`src/rtl/ir_joystick_frame_encoder_unit_defines.svh`:
```
// assertion macros for the ir joystick frame encoder
`ifndef IR_JOYSTICK_FRAME_ENCODER_UNIT_DEFINES_SVH
`define IR_JOYSTICK_FRAME_ENCODER_UNIT_DEFINES_SVH

`ifndef SYNTHESIS
// same-cycle implication
`define IRJFE_ASSERT_IMPLIES(label, clk, rst, ante, cons) \
   label: assert property (@(posedge clk) disable iff (rst) (ante) |-> (cons)) \
      else $error("irjfe same-cycle check failed");
// next-cycle implication
`define IRJFE_ASSERT_NEXT(label, clk, rst, ante, cons) \
   label: assert property (@(posedge clk) disable iff (rst) (ante) |=> (cons)) \
      else $error("irjfe next-cycle check failed");
`else
`define IRJFE_ASSERT_IMPLIES(label, clk, rst, ante, cons)
`define IRJFE_ASSERT_NEXT(label, clk, rst, ante, cons)
`endif

`endif

```
`src/rtl/irjfe_pkg.sv`:
```
// shared constants, types and microcode rom of the ir joystick frame encoder
package irjfe_pkg;

   localparam int DATA_BITS = 12;
   localparam int FRAME_W   = 2 * DATA_BITS;
   localparam int CNT_W     = (FRAME_W > 1) ? $clog2(FRAME_W) : 1;

   localparam int LEN_W     = 8;
   localparam int NUM_REGS  = 7;
   localparam int CSR_IDX_W = 3;

   // register indexes
   localparam logic [CSR_IDX_W-1:0] REG_HDR_MARK   = 3'd0;
   localparam logic [CSR_IDX_W-1:0] REG_HDR_SPACE  = 3'd1;
   localparam logic [CSR_IDX_W-1:0] REG_ZERO_MARK  = 3'd2;
   localparam logic [CSR_IDX_W-1:0] REG_ZERO_SPACE = 3'd3;
   localparam logic [CSR_IDX_W-1:0] REG_ONE_MARK   = 3'd4;
   localparam logic [CSR_IDX_W-1:0] REG_ONE_SPACE  = 3'd5;
   localparam logic [CSR_IDX_W-1:0] REG_IDLE_LIMIT = 3'd6;

   localparam logic [LEN_W-1:0] CFG_RESET [NUM_REGS] =
      '{8'd44, 8'd15, 8'd6, 8'd29, 8'd20, 8'd15, 8'd4};

   // program steps
   localparam int STEP_W = 2;
   localparam logic [STEP_W-1:0] STEP_WAIT   = 2'd0;
   localparam logic [STEP_W-1:0] STEP_HEADER = 2'd1;
   localparam logic [STEP_W-1:0] STEP_ID     = 2'd2;
   localparam logic [STEP_W-1:0] STEP_BITS   = 2'd3;

   // pair source select
   localparam int SEL_W = 2;
   localparam logic [SEL_W-1:0] SEL_HEADER = 2'd0;
   localparam logic [SEL_W-1:0] SEL_ZERO   = 2'd1;
   localparam logic [SEL_W-1:0] SEL_SHIFT  = 2'd2;

   typedef struct packed {
      logic              wait_req;
      logic              emit;
      logic              loop;
      logic              load_cnt;
      logic [SEL_W-1:0]  sel;
      logic [STEP_W-1:0] next_step;
   } ucode_type;

   typedef struct packed {
      logic             req_ready;
      logic             emit;
      logic             last;
      logic [SEL_W-1:0] sel;
   } seq_ctrl_type;

   function automatic ucode_type ucode(input logic [STEP_W-1:0] step);
      ucode_type w;
      w = '0;
      unique case (step)
         STEP_WAIT: begin
            w.wait_req  = 1'b1;
            w.next_step = STEP_HEADER;
         end
         STEP_HEADER: begin
            w.emit      = 1'b1;
            w.sel       = SEL_HEADER;
            w.next_step = STEP_ID;
         end
         STEP_ID: begin
            w.emit      = 1'b1;
            w.load_cnt  = 1'b1;
            w.sel       = SEL_ZERO;
            w.next_step = STEP_BITS;
         end
         STEP_BITS: begin
            w.emit      = 1'b1;
            w.loop      = 1'b1;
            w.sel       = SEL_SHIFT;
            w.next_step = STEP_WAIT;
         end
         default: begin
            w.next_step = STEP_WAIT;
         end
      endcase
      return w;
   endfunction

endpackage

```
`src/rtl/irjfe_sequencer.sv`:
```
// microcoded step sequencer: step counter, rom word, bit loop counter
module irjfe_sequencer (
   input  logic                    clock,
   input  logic                    reset,
   input  logic                    req_fire,
   input  logic                    send,
   input  logic                    slot_free,
   output irjfe_pkg::seq_ctrl_type ctrl
);
   import irjfe_pkg::*;

   logic [STEP_W-1:0] step_ff, step_in;
   logic [CNT_W-1:0]  cnt_ff, cnt_in;
   ucode_type         word;
   logic              fire;
   logic              cnt_zero;

   assign word     = ucode(step_ff);
   assign fire     = word.emit && slot_free;
   assign cnt_zero = (cnt_ff == '0);

   always_comb begin
      step_in = step_ff;
      cnt_in  = cnt_ff;
      if (word.wait_req) begin
         if (req_fire && send) step_in = word.next_step;
      end else if (fire) begin
         if (word.load_cnt) cnt_in = CNT_W'(FRAME_W - 1);
         if (word.loop && !cnt_zero) begin
            cnt_in = cnt_ff - 1'b1;
         end else begin
            step_in = word.next_step;
         end
      end
   end

   always_ff @(posedge clock) begin
      if (reset) begin
         step_ff <= STEP_WAIT;
         cnt_ff  <= '0;
      end else begin
         step_ff <= step_in;
         cnt_ff  <= cnt_in;
      end
   end

   assign ctrl.req_ready = word.wait_req;
   assign ctrl.emit      = word.emit;
   assign ctrl.last      = word.loop && cnt_zero;
   assign ctrl.sel       = word.sel;

endmodule

```
`src/rtl/ir_joystick_frame_encoder_unit.sv`:
```
// top level of the ir joystick frame encoder: config registers, datapath, output register
//
//  channel  dir  handshake             payload
//  req      in   req_valid/req_ready   req_joystick_bits[11:0]
//  rsp      out  rsp_valid/rsp_ready   rsp_mark_length, rsp_space_length, rsp_frame_end
//  csr      in   csr_valid/csr_ready   csr_index[2:0], csr_data[7:0]
//
//  a tick is taken in the wait step; a sent frame then puts out
//  26 pair beats, one a cycle while rsp_ready stays high
//  a suppressed (idle) tick produces no beat
//  the pace is set by the single output register: one pair per rom step fire
//  reset loads the register defaults, clears the idle count and the sequencer
//  rsp stalls freeze the sequencer in place; csr is always ready
`include "ir_joystick_frame_encoder_unit_defines.svh"

module ir_joystick_frame_encoder_unit (
   input  logic                                 clock,
   input  logic                                 reset,
   input  logic                                 req_valid,
   output logic                                 req_ready,
   input  logic [irjfe_pkg::DATA_BITS-1:0]      req_joystick_bits,
   output logic                                 rsp_valid,
   input  logic                                 rsp_ready,
   output logic [irjfe_pkg::LEN_W-1:0]          rsp_mark_length,
   output logic [irjfe_pkg::LEN_W-1:0]          rsp_space_length,
   output logic                                 rsp_frame_end,
   input  logic                                 csr_valid,
   output logic                                 csr_ready,
   input  logic [irjfe_pkg::CSR_IDX_W-1:0]      csr_index,
   input  logic [irjfe_pkg::LEN_W-1:0]          csr_data
);
   import irjfe_pkg::*;

   // configuration registers
   logic [LEN_W-1:0] cfg_ff [NUM_REGS];

   // frame state
   logic [LEN_W-1:0]   idle_ff, idle_in;
   logic [FRAME_W-1:0] shift_ff;

   // output register
   logic             rsp_valid_ff, rsp_valid_in;
   logic [LEN_W-1:0] mark_ff, space_ff;
   logic             end_ff;

   seq_ctrl_type     ctrl;
   logic             req_fire;
   logic             send;
   logic             slot_free;
   logic             load_out;
   logic [LEN_W-1:0] limit;
   logic [LEN_W-1:0] sel_mark, sel_space;

   assign csr_ready = 1'b1;
   assign req_ready = ctrl.req_ready;
   assign req_fire  = req_valid && ctrl.req_ready;
   assign slot_free = !rsp_valid_ff || rsp_ready;
   assign load_out  = ctrl.emit && slot_free;
   assign limit     = cfg_ff[REG_IDLE_LIMIT];

   // writes beyond the register list are dropped
   always_ff @(posedge clock) begin
      if (reset) begin
         for (int i = 0; i < NUM_REGS; i++) cfg_ff[i] <= CFG_RESET[i];
      end else if (csr_valid && (csr_index < CSR_IDX_W'(NUM_REGS))) begin
         cfg_ff[csr_index] <= csr_data;
      end
   end

   // idle count saturates at the limit; a lowered limit pulls it down on an idle tick
   always_comb begin
      if (req_joystick_bits != '0) begin
         idle_in = '0;
      end else if (idle_ff < limit) begin
         idle_in = idle_ff + 1'b1;
      end else begin
         idle_in = limit;
      end
   end
   assign send = (idle_in < limit);

   always_ff @(posedge clock) begin
      if (reset) begin
         idle_ff <= '0;
      end else if (req_fire) begin
         idle_ff <= idle_in;
      end
   end

   // data bits then inverted check bits, msb out first
   always_ff @(posedge clock) begin
      if (reset) begin
         shift_ff <= '0;
      end else if (req_fire && send) begin
         shift_ff <= {req_joystick_bits, ~req_joystick_bits};
      end else if (load_out && (ctrl.sel == SEL_SHIFT)) begin
         shift_ff <= {shift_ff[FRAME_W-2:0], 1'b0};
      end
   end

   irjfe_sequencer u_seq (
      .clock     (clock),
      .reset     (reset),
      .req_fire  (req_fire),
      .send      (send),
      .slot_free (slot_free),
      .ctrl      (ctrl)
   );

   // pair source mux
   always_comb begin
      case (ctrl.sel)
         SEL_HEADER: begin
            sel_mark  = cfg_ff[REG_HDR_MARK];
            sel_space = cfg_ff[REG_HDR_SPACE];
         end
         SEL_SHIFT: begin
            if (shift_ff[FRAME_W-1]) begin
               sel_mark  = cfg_ff[REG_ONE_MARK];
               sel_space = cfg_ff[REG_ONE_SPACE];
            end else begin
               sel_mark  = cfg_ff[REG_ZERO_MARK];
               sel_space = cfg_ff[REG_ZERO_SPACE];
            end
         end
         default: begin
            sel_mark  = cfg_ff[REG_ZERO_MARK];
            sel_space = cfg_ff[REG_ZERO_SPACE];
         end
      endcase
   end

   always_comb begin
      rsp_valid_in = rsp_valid_ff;
      if (load_out) begin
         rsp_valid_in = 1'b1;
      end else if (rsp_ready) begin
         rsp_valid_in = 1'b0;
      end
   end

   always_ff @(posedge clock) begin
      if (reset) begin
         rsp_valid_ff <= 1'b0;
      end else begin
         rsp_valid_ff <= rsp_valid_in;
      end
   end

   // a zero mark is sent as the shortest legal mark
   always_ff @(posedge clock) begin
      if (load_out) begin
         mark_ff  <= (sel_mark == '0) ? LEN_W'(1) : sel_mark;
         space_ff <= sel_space;
         end_ff   <= ctrl.last;
      end
   end

   assign rsp_valid        = rsp_valid_ff;
   assign rsp_mark_length  = mark_ff;
   assign rsp_space_length = space_ff;
   assign rsp_frame_end    = end_ff;

   // after the last pair is loaded the program is back at the wait step
   `IRJFE_ASSERT_NEXT(a_last_returns_to_wait, clock, reset, load_out && ctrl.last, ctrl.req_ready)
   // a frame's last beat is followed by nothing or by the next frame's header
   `IRJFE_ASSERT_NEXT(a_end_drains, clock, reset, rsp_valid && rsp_ready && rsp_frame_end, !rsp_valid || !rsp_frame_end)
   // the sequencer never emits while it is waiting for a tick
   `IRJFE_ASSERT_IMPLIES(a_no_emit_in_wait, clock, reset, ctrl.req_ready, !load_out)

endmodule

```
`config.mk`:
```
export PLATFORM = sky130hd
export DESIGN_NAME = ir_joystick_frame_encoder_unit
export DESIGN_NICKNAME = d
export VERILOG_FILES = /design/src/rtl/irjfe_pkg.sv /design/src/rtl/irjfe_sequencer.sv /design/src/rtl/ir_joystick_frame_encoder_unit.sv
export VERILOG_INCLUDE_DIRS = /design/src /design/src/rtl
export SDC_FILE = /design/constraint.sdc
export NUM_CORES = 1
export LEC_CHECK = 0
export BUFFER_PORTS_ARGS = -buffer_cell sky130_fd_sc_hd__clkbuf_2
export CAP_MARGIN = 40
export CORE_MARGIN = 8
export CORE_UTILIZATION = 45
export DETAILED_ROUTE_END_ITERATION = 10
export MAX_ROUTING_LAYER = met4
export PLACE_DENSITY = 0.68
export SLEW_MARGIN = 20
export SYNTH_ARGS = -nofsm -noshare
export SYNTH_HDL_FRONTEND = slang
export SYNTH_SLANG_ARGS = --single-unit
```
`constraint.sdc`:
```
create_clock -name clock -period 5.3 [get_ports clock]
set_clock_uncertainty 0.2 [all_clocks]
set_input_delay 1.325 -clock clock [delete_from_list [all_inputs] [get_ports clock]]
set_output_delay 1.325 -clock clock [all_outputs]
set_load 0.05 [all_outputs]
```
==> results.md <==
- Run status: completed
- Critical path origin: cfg_ff[6][7]
- Pre-antenna DRT Iters: 8
- Clk pin slew, worst setup/hold paths: 50 ps
- Syn nets: 634
- DRC: 0
- Die span in x: 129 um
- Routed WL per cell: 16.6 um
- Area leader, netlist: edfxtp_1
- Post-CTS Resized: 0
- Max-slew headroom: 45.1%
- Largest net degree at the start of global routing: 69
- Standard-cell row count: 41
- Worst reg2reg setup slack: 700 ps
- PD cells: 478 nW/um^2
- Critical Path, Cell by Cell: inv_1 > ha_1 > a21oi_1 > o21ai_0 > a21oi_2 > mux2i_1 > nor2_1 > ha_1 > and4_1 > o21ai_0 > a21oi_2 > a21o_1 > buf_4 > a311oi_1
- Vias in the first global route: 4,417
- Register area share after synthesis: 50.3%
- Post-route insts no fill: 809
- Post-synth EDFFs: 65
- Post-Route WL: 13,400 um
- Tmin final: 4600 ps
- Share of cells above drive strength 1: 15.7%
- Root Buffer Master: clkbuf_16
- Worst Path Buf+Inv: 2
- Endpoints failing hold: 0
- Max cap viols: 0
- Max IR drop VDD: 0.212 mV
- Antenna violations before repair: 0
- Clk Latency, worst-skew pair: 410 ps
- Fmax: 217 MHz
- Multi-input gate area: 2570 um^2
- Slowest stage delay, CP: 680 ps
- Unique masters post-synth: 57
- CTS tree: yes
- Total grt overflow: 0
- Vias: 4,541
- RSZ-0062 raised after global routing: no
- Most frequent cell after synthesis: edfxtp_1
- Die Span Y: 129 um
- Startpoint Class: flop
- Synth area leaders: edfxtp_1, dfxtp_1, ha_1, nor2_1, nand2_1
- First-pass GRT wire length: 22,000 um
- Gp weighted congestion: 0.847
- Crit path capture type: flop
- R2r endpoint: shift_ff[17]
- Register area: 2910 um^2
- Post-CTS Setup Bufs: 0
- CTS Hold Bufs: 0
- Tcrit/Tclk final: 86.8%
- Setup TNS: 0 ps
- Final Setup Violations: 0
- Syn Area/Cell: 9.91 um^2
- Seq cells post-synth: 113
- Mapped cell area: 5800 um^2
- Synth top cells by count: edfxtp_1, nor2_1, nand2_1
- DR iter-0 viols: 396
- CP max stage cell: a21o_1
- Setup CP Type: flop to flop
- Fill cells: 1,143
- Hold Crit Class: flop to flop
- Reg2reg path depth: 14
- Starting density of the core: 45.9%
- # clock sinks: 113
- Cell family with most CP delay: compound AO/OA/AOI/OAI gates
- CTS Buf Count: 17
- Nets: 673
- Critical-path maximum fanout: 15
- Crit path required time: 5360 ps
- DIE AREA: 16,800 um^2
- Core ar.: 12,600 um^2
- H-tree Lvls: 4
- Most used DFF post-synth: edfxtp_1
- Hpwl dp: 9460 um
- Vias per inst: 5.61
- Yosys warns: 0
- Clk buf depth: 2
- Slew Viols, Final: 0
- Leak: 0.00266 uW
- Area Overhead vs Synth: 15.1%
- Boundary pin count: 48
- Arrival time worst endpoint: 4660 ps
- Pin slew with the least headroom to its limit: 823 ps
- Global Route Usage Sum: 17.4%
- Final ANT Viol Nets: 0
- Ys async rst share: 0%
- Post-Synthesis Cells: 585
- Worst path depth: 14
- CP endpoint: shift_ff[17]
- I/O Buffers: 46
- Worst r2r src: cfg_ff[6][7]
- Synth top area share: 33.7%
- Antenna Cells: 0
- Placed Cells: 777
## final cells by class
class,instances,area share [%]
clock buffer,22,6.66
tap,172,3.23
multi-input combinational,396,38.5
sequential,113,43.7
inverter,43,2.42
clock inverter,10,1.03
timing repair buffer,53,4.48
## worst min-delay path by stage
stage                    startpoint         endpoint  depth (start not counted)
finish              u_seq.cnt_ff[1]  u_seq.cnt_ff[1]                          2
global route              rsp_valid        rsp_valid                          2
CTS                 u_seq.cnt_ff[1]  u_seq.cnt_ff[1]                          2
detailed placement  u_seq.cnt_ff[1]  u_seq.cnt_ff[1]                          2
global placement          rsp_valid        rsp_valid                          2
floorplan           u_seq.cnt_ff[1]  u_seq.cnt_ff[1]                          2
## worst register-to-register path: stages (launching register included)
cell and delay (ps):
dfxtp_1 360, inv_1 90, ha_1 290, a21oi_1 180, o21ai_0 180, a21oi_2 510, mux2i_1 340, nor2_1 80
ha_1 320, and4_1 210, o21ai_0 140, a21oi_2 450, a21o_1 690, buf_4 290, a311oi_1 100
## placed cells by master (no fill, tap or decap), types with 7 or more instances in the layout
cell type / instances
nor2b_1: 10
dfxtp_1: 48
nand2b_1: 9
a22oi_1: 7
a21oi_1: 26
nand2_1: 60
nand3_1: 33
ha_1: 20
clkbuf_16: 17
edfxtp_1: 65
nor3_1: 8
a211oi_1: 17
a311oi_1: 10
clkbuf_2: 46
a222oi_1: 9
nand3b_1: 7
mux2i_1: 16
and2_1: 9
o21ai_0: 19
nor2_1: 62
mux2_4: 8
inv_1: 43
## registers in the layout, summed over array words and instances, names as in the netlist
register and cells:
idle_ff 8, shift_ff 24, rsp_valid 1, rsp_frame_end 1, u_seq.cnt_ff 5, u_seq.step_ff 2
rsp_mark_length 8, rsp_space_length 8, cfg_ff 56
## through the flow
stage / cell area (um^2) / utilization, % / worst slack, ps / total power [uW] / hold slack, ps
CTS: 6670 / 52.9 / 736 / 3210 / 290
global route: 6670 / 52.9 / 431 / 3340 / 315
finish: 6670 / 52.9 / 700 / 3190 / 289
floorplan: 5800 / - / 1060 / 1950 / 255
detailed placement: 6160 / 48.8 / 487 / 2210 / 280
global placement: 6120 / 48.5 / 627 / 2150 / 270
## report_power, final
part	switching [uW]	internal (uW)	total, uW
combinational	708	300	1010
sequential	73.1	1120	1190
clock	363	629	993
## per-layer routing
metal	GRT usage [%]	vias up	part of all wire, %
met5	-	-	0
met4	8.27	0	2.6
met3	4.68	33	6.6
met2	26.6	150	47
met1	20.9	2167	44
li1	-	2191	-
## kinds of logic after synthesis
logic type                 after synthesis  share of synthesized area [%]
and+or+nand+nor                        223                           18.6
AOI/OAI and AO/OA                      117                           14.5
DFF                                    113                           50.3
buffers and inverters                   76                           5.57
muxes                                   28                           5.61
adders and majority gates               21                           4.53
xor gates and xnor gates                 6                          0.907
other                                    1                         0.0647
Note: power is estimated with default switching activity, not from simulation.
